--- src/hdl/bbg_pkg.sv ---
// ============================================================================
// bbg_pkg
// Shared cell and operation codes, column and status types, and the cell
// update rule for the grid step core.
// ============================================================================
`timescale 1ns / 1ps

package bbg_pkg;

    // Width of the row and column fields of an input item.
    localparam int IDX_W = 7;

    typedef logic [1:0] t_cell;
    localparam t_cell CELL_DEAD  = 2'd0;
    localparam t_cell CELL_DYING = 2'd1;
    localparam t_cell CELL_ALIVE = 2'd2;
    localparam t_cell CELL_SAT   = 2'd3;

    typedef logic [1:0] t_op;
    localparam t_op OP_WRITE   = 2'd0;
    localparam t_op OP_READ    = 2'd1;
    localparam t_op OP_ADVANCE = 2'd2;

    // Three vertically adjacent cells of one grid column.
    typedef struct packed {
        t_cell top;
        t_cell mid;
        t_cell bot;
    } t_col;

    localparam t_col COL_DEAD = '{top: CELL_DEAD, mid: CELL_DEAD, bot: CELL_DEAD};

    // Status of the generation engine as seen by the control.
    typedef struct packed {
        logic busy;
        logic done;
    } t_step_status;

    function automatic logic [3:0] f_alive(input t_cell c);
        f_alive = (c == CELL_ALIVE) ? 4'd1 : 4'd0;
    endfunction

    function automatic t_cell f_next_cell(input t_cell center, input logic [3:0] count);
        t_cell n;
        if (center == CELL_ALIVE) begin
            n = CELL_DYING;
        end else if (center == CELL_DYING) begin
            n = CELL_DEAD;
        end else begin
            n = (count == 4'd2) ? CELL_ALIVE : CELL_DEAD;
        end
        f_next_cell = n;
    endfunction

endpackage

--- src/hdl/bbg_ram.sv ---
// ============================================================================
// bbg_ram
// Simple dual-port synchronous RAM: one write port, one read port with a
// registered read.
// ============================================================================
`timescale 1ns / 1ps

module bbg_ram #(
    parameter int WIDTH  = 2,
    parameter int ADDR_W = 14
) (
    input  logic              i_clk,
    input  logic              i_wr_en,
    input  logic [ADDR_W-1:0] i_wr_addr,
    input  logic [WIDTH-1:0]  i_wr_data,
    input  logic [ADDR_W-1:0] i_rd_addr,
    output logic [WIDTH-1:0]  o_rd_data
);

    logic [WIDTH-1:0] r_mem [2**ADDR_W];
    logic [WIDTH-1:0] r_q;

    always_ff @(posedge i_clk) begin
        if (i_wr_en) begin
            r_mem[i_wr_addr] <= i_wr_data;
        end
    end

    always_ff @(posedge i_clk) begin
        r_q <= r_mem[i_rd_addr];
    end

    assign o_rd_data = r_q;

endmodule

--- src/hdl/bbg_stepper.sv ---
// ============================================================================
// bbg_stepper
// Generation engine: streams the live bank in raster order, keeps the two
// previous rows in a line buffer, slides a 3x3 window and writes each new
// cell into the spare bank.
// ============================================================================
`timescale 1ns / 1ps

module bbg_stepper #(
    parameter int GRID_SIZE = 128
) (
    input  logic                                i_clk,
    input  logic                                i_rst_n,
    input  logic                                i_start,
    output logic [2*$clog2(GRID_SIZE)-1:0]      o_rd_addr,
    input  bbg_pkg::t_cell                      i_rd_data,
    output logic                                o_wr_en,
    output logic [2*$clog2(GRID_SIZE)-1:0]      o_wr_addr,
    output bbg_pkg::t_cell                      o_wr_data,
    output bbg_pkg::t_step_status               o_status
);

    localparam int RW    = $clog2(GRID_SIZE);
    localparam int CNT_W = $clog2(GRID_SIZE + 1);
    localparam logic [CNT_W-1:0] G_CNT = CNT_W'(GRID_SIZE);

    // Scan position, one row and one column past the grid so that the last
    // row and column see dead cells below and to the right.
    logic             r_busy;
    logic [CNT_W-1:0] r_row;
    logic [CNT_W-1:0] r_col;

    // Stage 1: data from the bank and the line buffer arrives here.
    logic             r_s1_vld;
    logic             r_s1_last;
    logic [CNT_W-1:0] r_s1_row;
    logic [CNT_W-1:0] r_s1_col;

    bbg_pkg::t_col    r_win_left;
    bbg_pkg::t_col    r_win_mid;

    logic [3:0]       lb_q;
    logic             lb_we;
    logic [3:0]       lb_wdata;

    bbg_pkg::t_cell   n_x;
    bbg_pkg::t_cell   n_a;
    bbg_pkg::t_cell   n_b;
    bbg_pkg::t_col    n_inc;
    logic [3:0]       n_count;
    logic [CNT_W-1:0] n_out_row;
    logic [CNT_W-1:0] n_out_col;

    always_ff @(posedge i_clk) begin
        if (!i_rst_n) begin
            r_busy    <= 1'b0;
            r_s1_vld  <= 1'b0;
            r_s1_last <= 1'b0;
        end else begin
            if (i_start) begin
                r_busy <= 1'b1;
                r_row  <= '0;
                r_col  <= '0;
            end else if (r_busy) begin
                if (r_col == G_CNT) begin
                    r_col <= '0;
                    if (r_row == G_CNT) begin
                        r_busy <= 1'b0;
                    end else begin
                        r_row <= r_row + 1'b1;
                    end
                end else begin
                    r_col <= r_col + 1'b1;
                end
            end
            r_s1_vld  <= r_busy;
            r_s1_last <= r_busy && (r_row == G_CNT) && (r_col == G_CNT);
            r_s1_row  <= r_row;
            r_s1_col  <= r_col;
        end
    end

    assign o_rd_addr = {r_row[RW-1:0], r_col[RW-1:0]};

    // Line buffer entry per column: {row just above, two rows above}.
    bbg_ram #(
        .WIDTH  (4),
        .ADDR_W (RW)
    ) u_line_buf (
        .i_clk     (i_clk),
        .i_wr_en   (lb_we),
        .i_wr_addr (r_s1_col[RW-1:0]),
        .i_wr_data (lb_wdata),
        .i_rd_addr (r_col[RW-1:0]),
        .o_rd_data (lb_q)
    );

    always_comb begin
        n_x = ((r_s1_row < G_CNT) && (r_s1_col < G_CNT)) ? i_rd_data : bbg_pkg::CELL_DEAD;
        n_a = (r_s1_row == '0) ? bbg_pkg::CELL_DEAD : lb_q[3:2];
        n_b = (r_s1_row == '0) ? bbg_pkg::CELL_DEAD : lb_q[1:0];
        if (r_s1_col == G_CNT) begin
            n_inc = bbg_pkg::COL_DEAD;
        end else begin
            n_inc = '{top: n_b, mid: n_a, bot: n_x};
        end
        lb_we    = r_s1_vld && (r_s1_col < G_CNT);
        lb_wdata = {n_x, n_a};

        n_count = bbg_pkg::f_alive(r_win_left.top) + bbg_pkg::f_alive(r_win_left.mid)
                + bbg_pkg::f_alive(r_win_left.bot) + bbg_pkg::f_alive(r_win_mid.top)
                + bbg_pkg::f_alive(r_win_mid.bot)  + bbg_pkg::f_alive(n_inc.top)
                + bbg_pkg::f_alive(n_inc.mid)      + bbg_pkg::f_alive(n_inc.bot);
        n_out_row = r_s1_row - 1'b1;
        n_out_col = r_s1_col - 1'b1;
    end

    always_ff @(posedge i_clk) begin
        if (r_s1_vld) begin
            if (r_s1_col == '0) begin
                r_win_left <= bbg_pkg::COL_DEAD;
            end else begin
                r_win_left <= r_win_mid;
            end
            r_win_mid <= n_inc;
        end
    end

    // The window center is the column to the left of the arriving one and
    // the row above it.
    assign o_wr_en   = r_s1_vld && (r_s1_row != '0) && (r_s1_col != '0);
    assign o_wr_addr = {n_out_row[RW-1:0], n_out_col[RW-1:0]};
    assign o_wr_data = bbg_pkg::f_next_cell(r_win_mid.mid, n_count);

    assign o_status.busy = r_busy || r_s1_vld;
    assign o_status.done = r_s1_vld && r_s1_last;

endmodule

--- config.mk ---
export PLATFORM = sky130hd
export DESIGN_NAME = bbg_stepper
export DESIGN_NICKNAME = d
export VERILOG_FILES = /design/src/hdl/bbg_pkg.sv /design/src/hdl/bbg_ram.sv /design/src/hdl/bbg_stepper.sv
export SDC_FILE = /design/constraint.sdc
export NUM_CORES = 1
export LEC_CHECK = 0
export BUFFER_PORTS_ARGS = -buffer_cell sky130_fd_sc_hd__buf_2
export CORE_MARGIN = 2
export CORE_UTILIZATION = 50
export CTS_CLUSTER_DIAMETER = 200
export DETAILED_ROUTE_END_ITERATION = 12
export PLACE_DENSITY_LB_ADDON = 0.2
export REMOVE_ABC_BUFFERS = 1
export SLEW_MARGIN = 20
export SYNTH_ARGS = -nofsm -noshare
export SYNTH_HDL_FRONTEND = slang
export SYNTH_SLANG_ARGS = --single-unit
export TNS_END_PERCENT = 100
--- constraint.sdc ---
create_clock -name i_clk -period 20.2 [get_ports i_clk]
set_input_delay 1.01 -clock i_clk [delete_from_list [all_inputs] [get_ports i_clk]]
set_output_delay 1.01 -clock i_clk [all_outputs]
set_load 0.02 [all_outputs]
Yosys cells after proc, flatten, opt, wreduce, memory -nomap -nowiden
Memory sizes are Yosys's and may differ from the RTL's. A register that Yosys moved wholly into a read port is not among the register bits. Cells that the tools add are included.

Add/sub/neg operators: 11. $lt $le $gt $ge: 2. Equal/unequal tests: 15. Mux-type cells: 26. Reductions and logical operators: 16.

Operators with widths (count): 8-bit 2-to-1 mux (5); 8-bit equality test (second input constant) (3); 2-bit equality test (second input constant) (9); 4-bit by 1-bit adder with 4-bit output (4); 8-bit by 1-bit adder with 8-bit output (second input constant) (2); 8-bit zero test (2); 8-bit < comparator (second input constant) (2); 8-bit nonzero test (2); 1-bit 2-to-1 mux (14); 7-bit by 1-bit subtractor with 7-bit output (second input constant) (2); 2-bit 2-to-1 mux (6); 1-bit logical AND (7); 6-bit 2-to-1 mux (1); 3-bit by 1-bit adder with 4-bit output (1); 4-bit by 2-bit equality test with 1-bit output (second input constant) (1); 4-bit AND reduction (1); 2-bit nonzero test (2); 2-bit by 1-bit adder with 3-bit output (1); 1-bit by 1-bit adder with 2-bit output (1); 2-bit by 1-bit equality test with 1-bit output (second input constant) (1); 2-bit != test (second input constant) (1); 2-bit AND reduction (1); 1-bit logical OR (1).

Register bits after elaboration: 47. Memory bits (writable): 512. Input port bits: 5. Output and inout bits: 33. Logic and storage cells: 84. Memories kept: 1.

Memory list: u_line_buf.r_mem (words 128, width 4, read ports 1, clocked after Yosys merged registers in 1, wr ports 1, RTL line bbg_ram.sv:20) `logic [WIDTH-1:0] r_mem [2**ADDR_W];`.

Depth between registers and ports, before layout
Word-level depth: 13. Depth in mapped cells: 16. Mapped depth without buffers: 16.

Modules after synthesis
From an unflattened synthesis, not the netlist that was laid out.

Cell total of the unflattened synthesis: 1121. Area total of the unflattened synthesis: 22728.0 µm².

By module, submodules not included: bbg_ram (instances 1, cells each 908, area each 20193.1 µm², seq. area each 15454.8 µm²); bbg_stepper (instances 1, cells each 213, area each 2534.9 µm², seq. area each 1381.3 µm²).

Worst setup path before layout
OpenSTA, ideal clock, no wires.

Kind: input to output. From: in i_rd_data[1]. To: out o_wr_data[1]. Data arrival time: 8.772 ns. Data required time: 19.190 ns. Path slack: 10.418 ns. Stages: 9. Path buffers: 0. Cells stage by stage: nor3b_1 -> nor2b_1 -> fa_1 -> ha_1 -> fa_1 -> inv_1 -> o22ai_1 -> or4b_2 -> a21oi_1.

Longest elaborated chain between the ends: 9.

Ends and longest elaborated chain: from (decl) (RTL line bbg_stepper.sv:16) `input bbg_pkg::t_cell i_rd_data,`; 2-bit 2-to-1 mux (RTL line bbg_stepper.sv:99) `n_x = ((r_s1_row < G_CNT) && (r_s1_col < G_CNT)) ? i_rd_data : bbg_pkg::CELL_DEAD;`; 6-bit 2-to-1 mux (RTL line bbg_stepper.sv:102) `if (r_s1_col == G_CNT) begin`; 2-bit equality test (RTL line bbg_pkg.sv:40) `f_alive = (c == CELL_ALIVE) ? 4'd1 : 4'd0;`; 1-bit 2-to-1 mux (RTL line bbg_pkg.sv:40); 4-bit by 1-bit adder with 4-bit output (RTL line bbg_stepper.sv:113) `+ bbg_pkg::f_alive(n_inc.mid) + bbg_pkg::f_alive(n_inc.bot);`; 4-bit by 2-bit equality test with 1-bit output (RTL line bbg_pkg.sv:50) `n = (count == 4'd2) ? CELL_ALIVE : CELL_DEAD;`; 2-bit 2-to-1 mux (RTL line bbg_pkg.sv:50); 2-bit 2-to-1 mux (RTL line bbg_pkg.sv:47) `end else if (center == CELL_DYING) begin`; 2-bit 2-to-1 mux (RTL line bbg_pkg.sv:45) `if (center == CELL_ALIVE) begin`; to (decl) (RTL line bbg_stepper.sv:19) `output bbg_pkg::t_cell o_wr_data,`.

Every way passes these cells.

==> tab_implementation.tex <==
\begin{tabular}{lr}
\hline
Metric & Value \\
\hline
\multicolumn{2}{l}{\textbf{STA}} \\
\quad Relative slew slack & 31.3\% \\
\quad Minimum clock period & 6.10 ns \\
\quad Max Clk Rate & 164 MHz \\
\quad Final Cycle Share & 30.2\% \\
\quad Total count of hold-check failures in the final report & 0 \\
\quad Worst hold slack across all endpoints & 0.513 ns \\
\quad Final clock skew & 0.0278 ns \\
\quad Number of pins with negative max-slew slack in the final report & 0 \\
\quad Setup violations, final & 0 \\
\quad Sum of negative setup slack & 0 ns \\
\quad Actual slew at the worst max-slew pin & 1.03 ns \\
\quad RSZ-0062 raised after global routing & false \\
\multicolumn{2}{l}{\textbf{Pwr}} \\
\quad Clock network power share & 39.1\% \\
\quad Part of the total power dissipated in combinational logic & 6.9\% \\
\quad Worst ir drop on vdd & 0.0000596 V \\
\quad Cell-internal power & 1.90 mW \\
\quad Power density relative to cell area & 96.7 nW/um\^{}2 \\
\quad Leakage power & 8.18 nW \\
\quad Net switching power & 0.545 mW \\
\quad Relative contribution of sequential cells to total power & 54.0\% \\
\quad Sw Share & 22.2\% \\
\multicolumn{2}{l}{\textbf{Logic synthesis}} \\
\quad Synthesis-stage register bit count & 563 \\
\quad Part of the Yosys area used for sequential elements & 73.3\% \\
\quad Post-Synthesis Mean Instance Area & 18.0 um\^{}2 \\
\quad Number of warnings reported in the yosys synthesis log & 0 \\
\quad Number of cells produced by synthesis & 1276 \\
\quad Synth cell types & 54 \\
\quad Flip-flop cell with the highest count after synthesis & edfxtp\_1 \\
\quad Cell Area, Synth & 23000 um\^{}2 \\
\quad Ys async rst share & 0\% \\
\quad EDFF count, synth & 556 \\
\multicolumn{2}{l}{\textbf{Routing}} \\
\quad Total wire length & 50700 um \\
\quad Detailed-route DRC error count & 0 \\
\quad Total number of vias & 11700 \\
\quad Initial DRC Count & 1058 \\
\quad Average routed wire per standard cell & 25.9 um \\
\quad Number of nets still failing antenna checks after routing & 0 \\
\quad Via/cell ratio & 5.96 \\
\quad First-pass iteration count of the detailed router & 5 \\
\multicolumn{2}{l}{\textbf{Floorplan}} \\
\quad Initial Util & 50.6\% \\
\quad Floorplan die height & 218 um \\
\quad Count of pins on the block boundary & 38 \\
\quad Number of placement rows & 78 \\
\quad Die Footprint & 47700 um\^{}2 \\
\quad Core Footprint & 45400 um\^{}2 \\
\quad DIE WIDTH & 218 um \\
\multicolumn{2}{l}{\textbf{Finish}} \\
\quad Final cell area excluding filler cells & 25300 um\^{}2 \\
\quad Seq. cell area & 16800 um\^{}2 \\
\quad Area of the multi-input gates & 5630 um\^{}2 \\
\quad Final layout net count & 1333 \\
\quad Number of non-filler instances in the completed layout & 1958 \\
\quad Most frequent cells in the layout & edfxtp\_1 (556), nor2\_1 (161), mux4\_2 (102) \\
\quad Area growth from synthesis to layout & 10.2\% \\
\quad Number of fill cells in the layout & 3450 \\
\quad Fraction of final layout cells with drive strength greater than 1 & 17.9\% \\
\quad Commonest non-fill, non-tap cell in the layout & edfxtp\_1 \\
\multicolumn{2}{l}{\textbf{Placement}} \\
\quad Post-placement cell count & 1855 \\
\quad Detail Placement HPWL & 30900 um \\
\quad Instance area at placement & 23600 um\^{}2 \\
\quad Number of input and output port buffers inserted & 37 \\
\quad Final weighted congestion in routability-driven placement & 0.883 \\
\multicolumn{2}{l}{\textbf{Critical path}} \\
\quad Element type at the critical path end & output pin \\
\quad Startpoint of the most critical register-to-register path & r\_col[2] \\
\quad Category of the worst setup path launch point & register \\
\quad Launch point of the worst path & r\_s1\_row[0] \\
\quad Data required time of the critical path & 19.19 ns \\
\quad Data arrival time of the critical path & 5.09 ns \\
\quad Max Fanout on Critical Path & 6 \\
\quad Worst Path Class, Setup & reg2out \\
\multicolumn{2}{l}{\textbf{Hold path}} \\
\quad HP Start & r\_busy \\
\quad Kind of path behind the tightest hold check & reg2reg \\
\multicolumn{2}{l}{\textbf{Run status}} \\
\quad Outcome & finished, final reports clean \\
\multicolumn{2}{l}{\textbf{Clock tree}} \\
\quad H-tree depth reported by CTS & 2 \\
\quad Clock tree from TritonCTS & done \\
\quad Maximum buffer depth of the clock tree & 3 \\
\quad Resize count post-CTS & 0 \\
\quad Post-CTS Setup Repair Bufs & 0 \\
\quad Clock input transition at the sequential cells of the worst setup and hold paths & 0.06 ns \\
\quad Hold buffers post-CTS & 0 \\
\quad Cts bufs inserted & 57 \\
\quad Insertion delay of the later-clocked pin in the worst-skew pair & 0.61 ns \\
\quad Root Buffer & clkbuf\_16 \\
\quad Clk sink count & 563 \\
\multicolumn{2}{l}{\textbf{Global routing}} \\
\quad Total track usage & 21.8\% \\
\quad Number of antenna violations at the first check in global routing & 1 \\
\quad Maximum number of pins on one net before global-route repair & 100 \\
\quad Vias in the first global route & 11800 \\
\quad Overflow after GRT & 0 \\
\quad Global-route wire length before repair & 75900 um \\
\multicolumn{2}{l}{\textbf{Flow run}} \\
\quad Number of max-cap violations & 0 \\
\hline
\end{tabular}
critical path, stage by stage, from the launching register on:
cell	delay, ns
edfxtp_1	0.40
inv_1	0.10
ha_1	0.19
nand2_1	0.09
or3_1	0.35
or3_1	0.43
and3_1	0.22
nand2_1	0.09
fa_1	0.41
inv_1	0.09
fa_1	0.42
ha_1	0.23
fa_1	0.45
inv_1	0.07
o22ai_1	0.06
or4b_2	0.61
a21oi_1	0.13
buf_2	0.17
power groups by stage:
stage	logic [mW]	registers (mW)	clock network, mW
CTS	0.172	1.32	0.974
global placement	0.168	1.35	0
finish	0.169	1.32	0.957
floorplan	0.101	1.36	0
detailed placement	0.171	1.35	0
global route	0.184	1.32	1.02
metrics by stage:
stage / util [%] / setup slack, ns / total power, mW
global placement: 52.1 / 14.81 / 1.51
detailed placement: 52.1 / 14.70 / 1.52
CTS: 55.8 / 14.05 / 2.47
global route: 55.8 / 13.80 / 2.52
floorplan: - / 10.42 / 1.46
finish: 55.8 / 14.10 / 2.45
kinds of logic (layout without fill, tap and decap cells):
| family | Yosys count | after routing | share of synthesized area (%) |
|---|---|---|---|
| other cells | 0 | 1 | 0 |
| flops | 563 | 563 | 73.3 |
| simple gates | 320 | 320 | 6.38 |
| fa+ha+maj | 14 | 14 | 0.893 |
| buf+inv | 97 | 178 | 2.27 |
| xor+xnor | 21 | 21 | 0.801 |
| mux | 184 | 184 | 14.0 |
| compound gates | 77 | 77 | 2.36 |
routing by layer:
layer,up-vias,GRT usage [%],part of all wire [%]
li1,5116,-,-
met1,6053,31.0,43
met2,417,34.8,48
met3,83,4.11,7.1
met4,0,6.21,2.5
met5,-,0,0
Yosys cell counts, types with 8 or more instances:
library cell  number  area [um^2]
mux2i_1           75          751
xnor2_1            9         78.8
xor2_1            12          105
inv_1             18         67.6
buf_2             20          100
buf_4             25          188
nand4_1            8         50.1
a22oi_1           23          173
nor2_1           161          604
ha_1              10          125
clkbuf_1          24         90.1
nor2b_1           17          106
nand3_1           27          135
and3_1            12         75.1
edfxtp_1         556        16700
a21oi_1           16         80.1
nand2_1           49          184
and2_1            13         81.3
mux4_2           102         2300
layout make-up:
class	count	area share (%)
tap	600	2.96
antenna	1	0.00988
multi-input combinational	616	22.3
clock inverter	30	0.672
sequential	563	66.5
clock buffer	72	5.94
timing repair buffer	55	1.36
inverter	21	0.311
flip-flops by register name, indices dropped and copies added, names as in the netlist:
name and count:
r_busy 1, r_col 8, r_row 8, r_s1_col 8, r_s1_last 1, r_s1_row 8
r_s1_vld 1, r_win_left 6, r_win_mid 6, u_line_buf.o_rd_data 4, u_line_buf.r_mem 512
worst paths after layout:
path,endpoint,slack [ns],cells past startpoint
max,o_wr_data[1],14.10,17
min,r_s1_vld,0.51,1
max reg2reg,u_line_buf.o_rd_data[2],15.99,8
min reg2reg,r_s1_vld,0.51,1
Note: power is estimated with default switching activity, not from simulation.
